<file path="src/hdl/circular_doubly_linked_list_cursor_assert.svh">
// Assertion macros for the track list block.
`ifndef CIRCULAR_DOUBLY_LINKED_LIST_CURSOR_ASSERT_SVH
`define CIRCULAR_DOUBLY_LINKED_LIST_CURSOR_ASSERT_SVH
`ifndef SYNTHESIS
`define CDL_ASSERT(label, clk, rst_n, prop, msg) \
  label: assert property (@(posedge clk) disable iff (!rst_n) prop) else $error(msg);
`define CDL_ASSERT_NORST(label, clk, prop, msg) \
  label: assert property (@(posedge clk) prop) else $error(msg);
`else
`define CDL_ASSERT(label, clk, rst_n, prop, msg)
`define CDL_ASSERT_NORST(label, clk, prop, msg)
`endif
`endif

</file>
<file path="src/hdl/cdll_pkg.sv">
`default_nettype none
package cdll_pkg;
  localparam int Capacity = 64;
  localparam int SlotW = 6;
  localparam int CountW = 7;

  typedef enum logic [3:0] {
    CMD_INS_FRONT = 4'd0, CMD_INS_BACK = 4'd1, CMD_INS_AT = 4'd2,
    CMD_DEL_FRONT = 4'd3, CMD_DEL_BACK = 4'd4, CMD_DEL_AT = 4'd5,
    CMD_LIST_FWD = 4'd6, CMD_LIST_BWD = 4'd7, CMD_NEXT = 4'd8, CMD_PREV = 4'd9
  } cmd_e;

  localparam logic [1:0] STAT_OK = 2'd0;
  localparam logic [1:0] STAT_EMPTY = 2'd1;
  localparam logic [1:0] STAT_FULL = 2'd2;

  typedef enum logic [3:0] {
    ST_IDLE, ST_DECODE, ST_RD, ST_WAIT, ST_WALK, ST_LINK1, ST_LINK2,
    ST_UNLINK, ST_LIST, ST_RESULT
  } state_e;

  // Commands from the controller to the datapath.
  typedef struct packed {
    logic load;        // capture input item
    logic rd_issue;    // read node at walk pointer
    logic step;        // advance walk pointer along link
    logic step_bwd;    // step uses previous link
    logic start_head;  // walk pointer = head
    logic start_tail;  // walk pointer = prev(head), needs read data
    logic ins_empty;   // single-node insert
    logic link1;       // write new node and fix neighbor
    logic link2;       // fix second neighbor, update head, count
    logic unlink;      // remove node at walk pointer
    logic emit_list;   // load output from listed node
    logic emit_play;   // load output from cursor node, move cursor
    logic emit_stat;   // load status result
    logic cnt_dec;     // decrement remaining walk count
  } ctl_t;

  typedef struct packed {
    logic empty;
    logic full;
    logic walk_done;
    logic out_busy;
    logic [3:0] cmd;
  } sts_t;
endpackage
`default_nettype wire

</file>
<file path="src/hdl/cdll_datapath.sv">
`default_nettype none
module cdll_datapath
  import cdll_pkg::*;
(
  input  wire logic        clk_i,
  input  wire logic        rst_ni,
  input  wire ctl_t        ctl_i,
  output sts_t             sts_o,
  input  wire logic [3:0]  cmd_i,
  input  wire logic [15:0] id_i,
  input  wire logic [15:0] len_i,
  input  wire logic [6:0]  pos_i,
  input  wire logic [1:0]  stat_i,
  output logic             out_valid_o,
  input  wire logic        out_ready_i,
  output logic [1:0]       out_status_o,
  output logic [15:0]      out_id_o,
  output logic [15:0]      out_len_o,
  output logic             out_last_o
);
  logic [15:0] ids_mem [Capacity];
  logic [15:0] lens_mem [Capacity];
  logic [SlotW-1:0] nxt_mem [Capacity];
  logic [SlotW-1:0] prv_mem [Capacity];

  logic [Capacity-1:0] free_q;
  logic [SlotW-1:0] head_q, cursor_q, walk_q, new_q, nb_q;
  logic [CountW-1:0] count_q, left_q;
  logic [3:0] cmd_q;
  logic [15:0] id_q, len_q;
  logic [6:0] pos_q;
  logic [15:0] rd_id, rd_len;
  logic [SlotW-1:0] rd_nxt, rd_prv;
  logic [SlotW-1:0] free_slot;
  logic has_free;

  always_comb begin
    free_slot = '0;
    has_free = 1'b0;
    for (int s = Capacity - 1; s >= 0; s--) begin
      if (free_q[s]) begin
        free_slot = SlotW'(s);
        has_free = 1'b1;
      end
    end
  end

  // Registered reads of all four stores at the walk pointer.
  always_ff @(posedge clk_i) begin
    if (ctl_i.rd_issue) begin
      rd_id <= ids_mem[walk_q];
      rd_len <= lens_mem[walk_q];
      rd_nxt <= nxt_mem[walk_q];
      rd_prv <= prv_mem[walk_q];
    end
  end

  // Writes: link1 places the new node before nb_q (pred = rd_prv of nb).
  // link2 repairs prev of nb. unlink writes next of pred and prev of succ
  // over two ports.
  always_ff @(posedge clk_i) begin
    if (ctl_i.ins_empty) begin
      ids_mem[new_q] <= id_q;
      lens_mem[new_q] <= len_q;
      nxt_mem[new_q] <= new_q;
      prv_mem[new_q] <= new_q;
    end else if (ctl_i.link1) begin
      ids_mem[new_q] <= id_q;
      lens_mem[new_q] <= len_q;
      nxt_mem[new_q] <= nb_q;
      prv_mem[new_q] <= rd_prv;
      nxt_mem[rd_prv] <= new_q;
    end else if (ctl_i.link2) begin
      prv_mem[nb_q] <= new_q;
    end else if (ctl_i.unlink) begin
      nxt_mem[rd_prv] <= rd_nxt;
      prv_mem[rd_nxt] <= rd_prv;
    end
  end

  logic [CountW-1:0] steps;
  always_comb begin
    steps = '0;
    if (cmd_i == CMD_INS_AT) begin
      // steps from the head to the node before which to insert (the successor)
      steps = (pos_i <= 7'd1) ? '0 : CountW'(pos_i - 7'd1);
      if (steps > count_q) steps = count_q;
    end else if (cmd_i == CMD_DEL_AT) begin
      steps = (pos_i <= 7'd1) ? '0 : CountW'(pos_i - 7'd1);
      if (count_q != '0 && steps > count_q - 1'b1) steps = count_q - 1'b1;
    end else if (cmd_i == CMD_LIST_FWD || cmd_i == CMD_LIST_BWD) begin
      steps = count_q;
    end
  end

  logic [1:0] o_stat;
  always_ff @(posedge clk_i or negedge rst_ni) begin
    if (!rst_ni) begin
      free_q <= '1;
      head_q <= '0;
      cursor_q <= '0;
      count_q <= '0;
      out_valid_o <= 1'b0;
      walk_q <= '0;
      left_q <= '0;
    end else begin
      if (out_valid_o && out_ready_i) out_valid_o <= 1'b0;
      if (ctl_i.load) begin
        cmd_q <= cmd_i;
        id_q <= id_i;
        len_q <= len_i;
        pos_q <= pos_i;
        left_q <= steps;
        new_q <= free_slot;
        // Play commands read the cursor node, everything else starts at the head.
        walk_q <= (cmd_i == CMD_NEXT || cmd_i == CMD_PREV) ? cursor_q : head_q;
      end
      if (ctl_i.start_head) walk_q <= head_q;
      if (ctl_i.start_tail) walk_q <= rd_prv;
      if (ctl_i.step) walk_q <= ctl_i.step_bwd ? rd_prv : rd_nxt;
      if (ctl_i.cnt_dec) left_q <= left_q - 1'b1;
      if (ctl_i.rd_issue) nb_q <= walk_q;
      if (ctl_i.ins_empty) begin
        free_q[new_q] <= 1'b0;
        head_q <= new_q;
        cursor_q <= new_q;
        count_q <= count_q + 1'b1;
      end
      if (ctl_i.link2) begin
        free_q[new_q] <= 1'b0;
        count_q <= count_q + 1'b1;
        if (cmd_q == CMD_INS_FRONT || (cmd_q == CMD_INS_AT && pos_q <= 7'd1))
          head_q <= new_q;
      end
      if (ctl_i.unlink) begin
        free_q[nb_q] <= 1'b1;
        count_q <= count_q - 1'b1;
        if (count_q <= 7'd1) begin
          head_q <= '0;
          cursor_q <= '0;
        end else begin
          if (head_q == nb_q) head_q <= rd_nxt;
          if (cursor_q == nb_q) cursor_q <= rd_nxt;
        end
      end
      if (ctl_i.emit_list || ctl_i.emit_play || ctl_i.emit_stat) out_valid_o <= 1'b1;
      if (ctl_i.emit_play)
        cursor_q <= (cmd_q == CMD_NEXT) ? rd_nxt : rd_prv;
    end
  end

  always_ff @(posedge clk_i) begin
    if (ctl_i.emit_list || ctl_i.emit_play) begin
      out_status_o <= STAT_OK;
      out_id_o <= rd_id;
      out_len_o <= rd_len;
      out_last_o <= ctl_i.emit_play || (left_q == 7'd1);
    end else if (ctl_i.emit_stat) begin
      out_status_o <= stat_i;
      out_id_o <= '0;
      out_len_o <= '0;
      out_last_o <= 1'b1;
    end
  end

  assign o_stat = '0;
  assign sts_o.empty = (count_q == '0);
  assign sts_o.full = (count_q >= CountW'(Capacity)) || !has_free || (o_stat != '0);
  assign sts_o.walk_done = (left_q == '0);
  assign sts_o.out_busy = out_valid_o;
  assign sts_o.cmd = cmd_q;
endmodule
`default_nettype wire

</file>
<file path="src/hdl/cdll_ctrl.sv">
`default_nettype none
module cdll_ctrl
  import cdll_pkg::*;
(
  input  wire logic       clk_i,
  input  wire logic       rst_ni,
  input  wire logic       in_valid_i,
  input  wire logic [3:0] in_cmd_i,
  output logic            in_ready_o,
  input  wire sts_t       sts_i,
  output ctl_t            ctl_o,
  output logic [1:0]      stat_o
);
  state_e state_q, state_d;
  logic after_q, after_d;  // walk pass finished, next read is the target

  always_ff @(posedge clk_i or negedge rst_ni) begin
    if (!rst_ni) begin
      state_q <= ST_IDLE;
      after_q <= 1'b0;
    end else begin
      state_q <= state_d;
      after_q <= after_d;
    end
  end

  always_comb begin
    state_d = state_q;
    after_d = after_q;
    ctl_o = '0;
    stat_o = STAT_OK;
    in_ready_o = 1'b0;
    case (state_q)
      ST_IDLE: begin
        in_ready_o = !sts_i.out_busy;
        if (in_valid_i && in_ready_o && in_cmd_i <= CMD_PREV) begin
          ctl_o.load = 1'b1;
          state_d = ST_DECODE;
        end
      end
      ST_DECODE: begin
        after_d = 1'b0;
        if (sts_i.cmd <= CMD_INS_AT) begin
          if (sts_i.full) begin
            stat_o = STAT_FULL;
            ctl_o.emit_stat = 1'b1;
            state_d = ST_IDLE;
          end else if (sts_i.empty) begin
            ctl_o.ins_empty = 1'b1;
            ctl_o.emit_stat = 1'b1;
            state_d = ST_IDLE;
          end else begin
            ctl_o.rd_issue = 1'b1;
            state_d = ST_WAIT;
          end
        end else if (sts_i.empty) begin
          stat_o = STAT_EMPTY;
          ctl_o.emit_stat = 1'b1;
          state_d = ST_IDLE;
        end else begin
          ctl_o.rd_issue = 1'b1;
          state_d = ST_WAIT;
        end
      end
      // Data of node at nb is valid here.
      ST_WAIT: begin
        case (sts_i.cmd)
          CMD_INS_FRONT, CMD_INS_BACK: state_d = ST_LINK1;
          CMD_INS_AT: begin
            if (sts_i.walk_done) state_d = ST_LINK1;
            else begin
              ctl_o.step = 1'b1;
              ctl_o.cnt_dec = 1'b1;
              state_d = ST_RD;
            end
          end
          CMD_DEL_FRONT: state_d = ST_UNLINK;
          CMD_DEL_AT: begin
            if (sts_i.walk_done) state_d = ST_UNLINK;
            else begin
              ctl_o.step = 1'b1;
              ctl_o.cnt_dec = 1'b1;
              state_d = ST_RD;
            end
          end
          CMD_DEL_BACK, CMD_LIST_BWD: begin
            if (!after_q) begin
              ctl_o.start_tail = 1'b1;
              after_d = 1'b1;
              state_d = ST_RD;
            end else if (sts_i.cmd == CMD_DEL_BACK) state_d = ST_UNLINK;
            else state_d = ST_LIST;
          end
          CMD_LIST_FWD: state_d = ST_LIST;
          CMD_NEXT, CMD_PREV: begin
            if (!after_q) begin
              after_d = 1'b1;
              state_d = ST_WALK;
            end else if (!sts_i.out_busy) begin
              ctl_o.emit_play = 1'b1;
              state_d = ST_IDLE;
            end
          end
          default: state_d = ST_IDLE;
        endcase
      end
      ST_RD: begin
        ctl_o.rd_issue = 1'b1;
        state_d = ST_WAIT;
      end
      ST_WALK: begin
        state_d = ST_WAIT;
      end
      ST_LINK1: begin
        ctl_o.link1 = 1'b1;
        state_d = ST_LINK2;
      end
      ST_LINK2: begin
        ctl_o.link2 = 1'b1;
        ctl_o.emit_stat = 1'b1;
        state_d = ST_IDLE;
      end
      ST_UNLINK: begin
        ctl_o.unlink = 1'b1;
        ctl_o.emit_stat = 1'b1;
        state_d = ST_IDLE;
      end
      ST_LIST: begin
        if (!sts_i.out_busy) begin
          ctl_o.emit_list = 1'b1;
          ctl_o.cnt_dec = 1'b1;
          if (sts_i.walk_done) state_d = ST_IDLE;
          else begin
            ctl_o.step = 1'b1;
            ctl_o.step_bwd = (sts_i.cmd == CMD_LIST_BWD);
            state_d = ST_RESULT;
          end
        end
      end
      ST_RESULT: begin
        if (sts_i.walk_done) state_d = ST_IDLE;
        else begin
          ctl_o.rd_issue = 1'b1;
          state_d = ST_WAIT;
        end
      end
      default: state_d = ST_IDLE;
    endcase
  end
endmodule
`default_nettype wire

</file>
<file path="src/hdl/circular_doubly_linked_list_cursor.sv">
// Sequencing: a status-only result comes from decode; an insert or delete at an end or a play
// command first reads its node; positional commands also step and read once per node walked.
// Listings read each node and emit it once the output is free; backward ones first read the tail.
// Throughput: one item at a time; the next item is taken once the final result has left.
// Reset: asynchronous, active low; the list is emptied, every slot freed, head and
// cursor cleared. Node memories are not cleared.
`default_nettype none
`include "circular_doubly_linked_list_cursor_assert.svh"
module circular_doubly_linked_list_cursor
  import cdll_pkg::*;
(
  input  wire logic        clk_i,
  input  wire logic        rst_ni,
  input  wire logic        s_axis_tvalid,
  output logic             s_axis_tready,
  // tdata: command[3:0], track_id[19:4], track_length[35:20], position[42:36]
  input  wire logic [47:0] s_axis_tdata,
  output logic             m_axis_tvalid,
  input  wire logic        m_axis_tready,
  // tdata: status[1:0], out_id[17:2], out_length[33:18]
  output logic [39:0]      m_axis_tdata,
  output logic             m_axis_tlast
);
  ctl_t ctl;
  sts_t sts;
  logic [1:0] stat;
  logic [1:0] o_status;
  logic [15:0] o_id, o_len;
  logic out_stall;

  // The controller sequences every command; the datapath holds the pool,
  // the links, head, cursor and the output register.
  cdll_ctrl u_ctrl (
    .clk_i, .rst_ni,
    .in_valid_i(s_axis_tvalid),
    .in_cmd_i(s_axis_tdata[3:0]),
    .in_ready_o(s_axis_tready),
    .sts_i(sts),
    .ctl_o(ctl),
    .stat_o(stat)
  );

  cdll_datapath u_dp (
    .clk_i, .rst_ni,
    .ctl_i(ctl),
    .sts_o(sts),
    .cmd_i(s_axis_tdata[3:0]),
    .id_i(s_axis_tdata[19:4]),
    .len_i(s_axis_tdata[35:20]),
    .pos_i(s_axis_tdata[42:36]),
    .stat_i(stat),
    .out_valid_o(m_axis_tvalid),
    .out_ready_i(m_axis_tready),
    .out_status_o(o_status),
    .out_id_o(o_id),
    .out_len_o(o_len),
    .out_last_o(m_axis_tlast)
  );

  assign m_axis_tdata = {6'd0, o_len, o_id, o_status};
  assign out_stall = m_axis_tvalid && !m_axis_tready;

  `CDL_ASSERT(a_rdy_idle, clk_i, rst_ni, s_axis_tready |-> !m_axis_tvalid, "ready while output pending")
  `CDL_ASSERT(a_hold, clk_i, rst_ni, out_stall |=> $stable(m_axis_tdata), "output changed under stall")
endmodule
`default_nettype wire
</file>
<file path="config.mk">
export PLATFORM = sky130hd
export DESIGN_NAME = circular_doubly_linked_list_cursor
export DESIGN_NICKNAME = d
export VERILOG_FILES = /design/src/hdl/cdll_pkg.sv /design/src/hdl/cdll_datapath.sv /design/src/hdl/cdll_ctrl.sv /design/src/hdl/circular_doubly_linked_list_cursor.sv
export VERILOG_INCLUDE_DIRS = /design/src /design/src/hdl
export SDC_FILE = /design/constraint.sdc
export NUM_CORES = 2
export LEC_CHECK = 0
export ABC_AREA = 1
export BUFFER_PORTS_ARGS = -buffer_cell sky130_fd_sc_hd__buf_2
export CAP_MARGIN = 20
export CORE_UTILIZATION = 40
export DETAILED_ROUTE_END_ITERATION = 8
export PLACE_DENSITY = 0.63
export SETUP_SLACK_MARGIN = 0.2
export SYNTH_ARGS = -nofsm -noshare
export SYNTH_HDL_FRONTEND = slang
export SYNTH_SLANG_ARGS = --single-unit
</file>
<file path="constraint.sdc">
create_clock -name clk_i -period 6.7 [get_ports clk_i]
set_clock_uncertainty 0.15 [all_clocks]
set_input_delay 1.34 -clock clk_i [delete_from_list [all_inputs] [get_ports clk_i]]
set_output_delay 1.34 -clock clk_i [all_outputs]
set_load 0.05 [all_outputs]
</file>
# After elaboration in Yosys (flattened, before gate mapping)
# Memory sizes are Yosys's and may differ from the RTL's. A register that Yosys moved wholly into a read port is not among the register bits.
# Cells that the tools add are included.
# totals
elab_cells	376
regBits	192
output_inout_bits	43
inputBits	52
ramBits	2816
latchBits	0
mem_bits_ro	0
n_memories	4
# mem_list
memory	depth	word_bits	read_ports	rd_clocked_by_memory_dff	write_ports	line_no	rtl
u_dp.ids_mem	64	16	1	1	1	cdll_datapath.sv:21	logic [15:0] ids_mem [Capacity];
u_dp.lens_mem	64	16	1	1	1	cdll_datapath.sv:22	logic [15:0] lens_mem [Capacity];
u_dp.nxt_mem	64	6	1	1	2	cdll_datapath.sv:23	logic [SlotW-1:0] nxt_mem [Capacity];
u_dp.prv_mem	64	6	1	1	1	cdll_datapath.sv:24	logic [SlotW-1:0] prv_mem [Capacity];
# classes
div	0
bitwise_logic	9
n_shift	0
mul	0
reduce_logical	45
eq_ne	31
magnitude_cmp	12
addsub	4
mux	247
# ops
op	n
$mux 6	56
$mux 64	3
$and 64x64->64	2
$mux 1	115
$mux 16	5
$mux 5	16
$mux 7	11
$mux 4	17
$not 64->64	1
$or 64x64->64	1
$pmux 4 s7	2
$eq 4x3->1 const B	11
$reduce_or 32->1	1
$eq 4x4->1 const B	6
$le 7x1->1 const B	3
$sub 7x1->7 const B	3
$eq 4x2->1 const B	5
$mux 2	9
$mux 3	6
$reduce_or 16->1	1
$gt 7x7->1	2
$logic_not 7->1	2
$lt 6x7->1 const B	2
$reduce_or 2->1	7
27 further kinds	61

# Depth between registers and ports, before layout
# depth
word_depth	75
mapped_depth	63
mapped_depth_nobuf	63

# Modules after synthesis
# A second synthesis with hierarchy kept.
# unflattened
cells_unflattened	10704
hier_area_um2	126416.2
# modules_own_cells
mod	area_each_um2	n_inst	cells_per_inst	seq_area_each_um2
cdll_datapath	125724.3	1	10585	91042.3
cdll_ctrl	643.1	1	112	125.1
circular_doubly_linked_list_cursor	48.8	1	7	0.0

# Worst setup path before layout
# No wires, ideal clock.
# synth_path
path_kind	input to register
from	input port s_axis_tdata[38]
to	register u_dp.left_q[1]
setup_slack_ns	2.012
setup_time_ns	0.129
arrival_time_ns	4.409
n_path_buf	0
path_stages	17
required_time_ns	6.421
cell_sequence	nor2_1 -> nand2_1 -> nor2_1 -> inv_1 -> a2111oi_0 -> a21oi_1 -> ha_1 -> a21oi_1 -> o21ai_0 -> a221oi_1 -> inv_1 -> nand2_1 -> inv_1 -> o211ai_1 -> o211ai_1 -> o21ai_0 -> o21ai_0
# synth_between
elab_chain_cells	9
word_cells_on_any_way	12
classes_between	add/sub (1); order compare (3); mux (7); reduce/logical (1)
# synth_lines
item	line_no	rtl
start: declaration	circular_doubly_linked_list_cursor.sv:17	input wire logic [47:0] s_axis_tdata,
$sub 7x1->7 or $le 7x1->1 (tied branches)	cdll_datapath.sv:86, cdll_datapath.sv:89	
$mux 7 *	cdll_datapath.sv:86, cdll_datapath.sv:89	
$gt 7x7->1	cdll_datapath.sv:90	if (count_q != '0 && steps > count_q - 1'b1) steps = count_q - 1'b1;
$logic_and 1x1->1	cdll_datapath.sv:90	
$mux 7	cdll_datapath.sv:90	
$mux 7	cdll_datapath.sv:88	end else if (cmd_i == CMD_DEL_AT) begin
$mux 7 *	cdll_datapath.sv:84	if (cmd_i == CMD_INS_AT) begin
$mux 7 *	cdll_datapath.sv:108	if (ctl_i.load) begin
$mux 7 *	cdll_datapath.sv:121	if (ctl_i.cnt_dec) left_q <= left_q - 1'b1;
end signal: assignment	cdll_datapath.sv:113	left_q <= steps;
end signal: assignment	cdll_datapath.sv:121	
end: declaration	cdll_datapath.sv:28	logic [CountW-1:0] count_q, left_q;
# Every way passes the cells marked *; elsewhere a longest branch is shown, timed or not. The select of a mux whose other input is x is not followed.
# A chain may end at the register's enable or synchronous reset.

# Final worst setup path
# layout_path
from	register u_ctrl.state_q[2]
to	memory u_dp.prv_mem[59][4] (enable)
# layout_between
elab_chain_cells	9
word_cells_on_any_way	29
classes_between	eq/ne (4); mux (22); bitwise (1); reduce/logical (2)
# layout_lines
item	line_no	rtl
start: declaration	cdll_ctrl.sv:14	state_e state_q, state_d;
start signal: assignment	cdll_ctrl.sv:22	state_q <= state_d;
$eq 4x3->1	cdll_ctrl.sv:33	case (state_q)
$mux 1	cdll_ctrl.sv:33	
$mux 1, on equally long branches	cdll_datapath.sv:73, cdll_datapath.sv:75	
$mux 1, on equally long branches	cdll_datapath.sv:67, cdll_datapath.sv:73	
$mux 1, on equally long branches	cdll_datapath.sv:62, cdll_datapath.sv:67	
$mux 1, on equally long branches	cdll_datapath.sv:74, cdll_datapath.sv:62	
$reduce_or 6->1 (no line) or $mux 1 (tied branches)	--	
$mux 6 (no line) (tied with other cells)	--	
$mux 6 (no line) or $mux 1 (tied branches)	--	
end: declaration	cdll_datapath.sv:24	
# Several ways; a longest one is shown, not always the timed one.

==> results_dict.tcl <==
set metrics [dict create \
    async_flop_share 0.03343 \
    netlist_area_mm2 0.1267 \
    setup_viol 0 \
    layout-drive-gt1-share 0.08725 \
    row_count 206 \
    ys_ff_latch 3051 \
    synth_area_leaders "edfxtp_1 (70%), o21ai_0 (9.6%), nor2_1 (6.4%)" \
    leakage_uw 0.04659 \
    ys.flop_type "edfxtp_1" \
    grt_pass1_wl_um 556000 \
    clkSinkCount 3051 \
    fin_ws_ps 1793 \
    fin_tns_setup_ps 0 \
    dieArea_mm2 0.3191 \
    worstMarginPinSlew_ps 1241 \
    startpoint_type "flip-flop" \
    die_h_um 564.9 \
    crit_required_ps 7110 \
    rsz0062_at_grt "no" \
    io_buffers 83 \
    ctsResizeCount 0 \
    synth_simple_gate_area_frac 0.09186 \
    grt_max_degree 210 \
    grt_usage 0.2329 \
    cp_common_cell "inv_1" \
    drv_cap 0 \
    antenna_found_initial 14 \
    yosysTopAreaCell "edfxtp_1" \
    initial_core_util 0.4023 \
    ctsHoldBuffers 0 \
    postPlaceCellArea_mm2 0.1321 \
    pre_cts_ws_ps 1855 \
    place.detailed.hpwl_um 210800 \
    hp-class "in2async" \
    final_hold_viol_count 0 \
    clock.fmax_ghz 0.2038 \
    synth-adder-area-share 0.002271 \
    hold_ws_ps 278.9 \
    nNetsFinal 10699 \
    drtAntennaViolNets 0 \
    synth_compound_area_frac 0.1501 \
    cts_max_path_buffers 4 \
    worstPathArrival_ps 5320 \
    fillers 28118 \
    synth_edf_count 2947 \
    slew_headroom 0.1730 \
    critPathMaxFanout 42 \
    maxSlewViolCount 0 \
    post_drt_wl_per_cell_um 25.45 \
    yosys_warnings 0 \
    drc_errors 0 \
    synth_top_family_by_area "compound AO/OA/AOI/OAI gates" \
    synth-xor-area-share 0.001244 \
    h-tree-depth 5 \
    root_buffer "clkbuf_16" \
    ios 95 \
    path_cells "inv_1 > nor2_1 > inv_1 > nor2_2 > buf_4 > nand2_1 > o21ai_0 > clkinv_2 > a21oi_1 > inv_1 > nor3_1 > and2_1" \
    viasPerCell 5.906 \
    period_share 0.7324 \
    path_clk_slew_ps 60 \
    core_area_mm2 0.3150 \
    criticalPathCategory "reg2reg" \
    stdcell_area_mm2 0.1422 \
    synth_top_area_frac 0.6983 \
    layout_min_cycle_time_ps 4907 \
    grt.overflow.total 0 \
    routed_wl_um 382600 \
    die_w_um 564.9 \
    numCtsBuffers 310 \
    peakVddDrop_mv 0.5188 \
    cpMaxStageDelayCell "nor3_1" \
    syn_to_final_growth_pct 12.18 \
    synthCells 10787 \
    via_count 88782 \
    insertion_delay_ps 870 \
    synth.distinct_cells 47 \
    synth-seq-area-share 0.7194 \
    outcome "finished clean" \
    synthMuxAreaShare 0 \
    ys_top_cells_by_count "edfxtp_1 (2947), o21ai_0 (2431), nor2_1 (2157), o22ai_1 (878), clkbuf_1 (781)" \
    yosysMostFrequentCell "edfxtp_1" \
    cpPeakStageDelay_ps 930 \
    place_congestion 0.9048 \
    drtIter0Drc 12121 \
    synth_area_per_cell_um2 11.75 \
    powerDensity_mw_per_mm2 413.4 \
    end_kind "flip-flop" \
    grt_pass1_vias 84599 \
    dr.pass1.iters 8 \
    cts_tree "yes" \
    post_cts_buffers 0 \
]
registers in the layout (all words and copies together), names as in the netlist, 7 cells and up:
| signal | count |
|---|---|
| u_dp.nxt_mem | 384 |
| u_dp.len_q | 16 |
| u_dp.rd_id | 16 |
| u_dp.ids_mem | 1024 |
| u_dp.left_q | 7 |
| u_dp.prv_mem | 384 |
| u_dp.out_id_o | 16 |
| u_dp.rd_len | 16 |
| u_dp.lens_mem | 1024 |
| u_dp.out_len_o | 16 |
| u_dp.free_q | 64 |
| u_dp.count_q | 7 |
| u_dp.id_q | 16 |
worst max-delay path, delay by kind of cell, from the launching register on:
kind	cells	cell delay [ps]
AND/OR/NAND/NOR	5	1600
buffers and inverters	5	1500
AO/OA/AOI/OAI	2	920
flip-flops	1	390
stage by stage:
stage / cells / utilization / power, uW
2_1_floorplan: 10792 / - / 34120
3_3_place_gp: 14459 / 0.4194 / 41230
3_5_place_dp: 14464 / 0.4195 / 41550
4_1_cts: 15017 / 0.4511 / 58660
5_1_grt: 15026 / 0.4513 / 61010
6_report: 15033 / 0.4514 / 58780
logic make-up after synthesis:
family	after synthesis
compound gates	3494
xor+xnor	18
fa+ha+maj	23
buf+inv	1149
flops	3051
other cells	1
simple gates	3051
area by class of cell:
cell class | instances | area, um2 | area share
timing repair buffer | 329 | 2539 | 0.01786
tap | 4160 | 5205 | 0.03661
clock buffer | 363 | 8157 | 0.05737
multi-input combinational | 6592 | 31840 | 0.2240
inverter | 340 | 1419 | 0.009980
antenna | 8 | 20.02 | 0.0001408
clock inverter | 190 | 1800 | 0.01266
sequential | 3051 | 91190 | 0.6414
final timing paths:
path	startpoint	end	slack, ps	cells past startpoint
max	u_ctrl.state_q[2]	u_dp.prv_mem[59][4]	1790	12
min	rst_ni	u_ctrl.state_q[2]	280	1
max reg2reg	u_ctrl.state_q[2]	u_dp.prv_mem[59][4]	1790	12
min reg2reg	u_dp.out_status_o[0]	u_dp.out_status_o[0]	350	2
max in group asynchronous	rst_ni	u_dp.walk_q[0]	4550	2
min in group clk_i	u_dp.out_status_o[0]	u_dp.out_status_o[0]	350	2
per-layer routing:
| layer | part of all wire | global-route usage | vias to the layer above | wire (um) |
|---|---|---|---|---|
| met2 | 0.46 | 0.3725 | 4842 | 177600 |
| met1 | 0.40 | 0.3158 | 44033 | 153200 |
| met4 | 0.045 | 0.1015 | 12 | 17140 |
| met3 | 0.090 | 0.03503 | 858 | 34510 |
| li1 | - | - | 39037 | - |
| met5 | 0.00020 | 0 | - | 75 |
where the power goes:
group | switching [uW] | internal (uW)
Clock | 7330 | 9960
Sequential | 604 | 21600
Combinational | 14200 | 5120
layout by cell type, fill, tap and decap left out, drive strengths merged, types with 3 or more instances in the layout:
cell type  synthesis  routed
xor2              12      12
xnor2              6       6
a211oi             5       5
nand4             14      14
diode              0       8
bufinv             8      40
conb               1       6
edfxtp          2947    2947
o31ai              7       7
dfstp             64      64
a31oi             14      14
o2111ai            3       3
clkinv             3     146
nor3              62      62
o211ai            40      40
a221oi             6       6
o22ai            878     878
nand3             30      30
o32ai             51      51
clkbuf           781     367
nand2            774     774
buf               28     325
dfrtp             38      38
o21ai           2438    2438
ha                23      23
a21oi             34      34
a21boi             3       3
nor2            2157    2157
clkinvlp           0       5
o221ai             6       6
inv              329     339
nor4               8       8
Power figures use the tool's default switching activity.
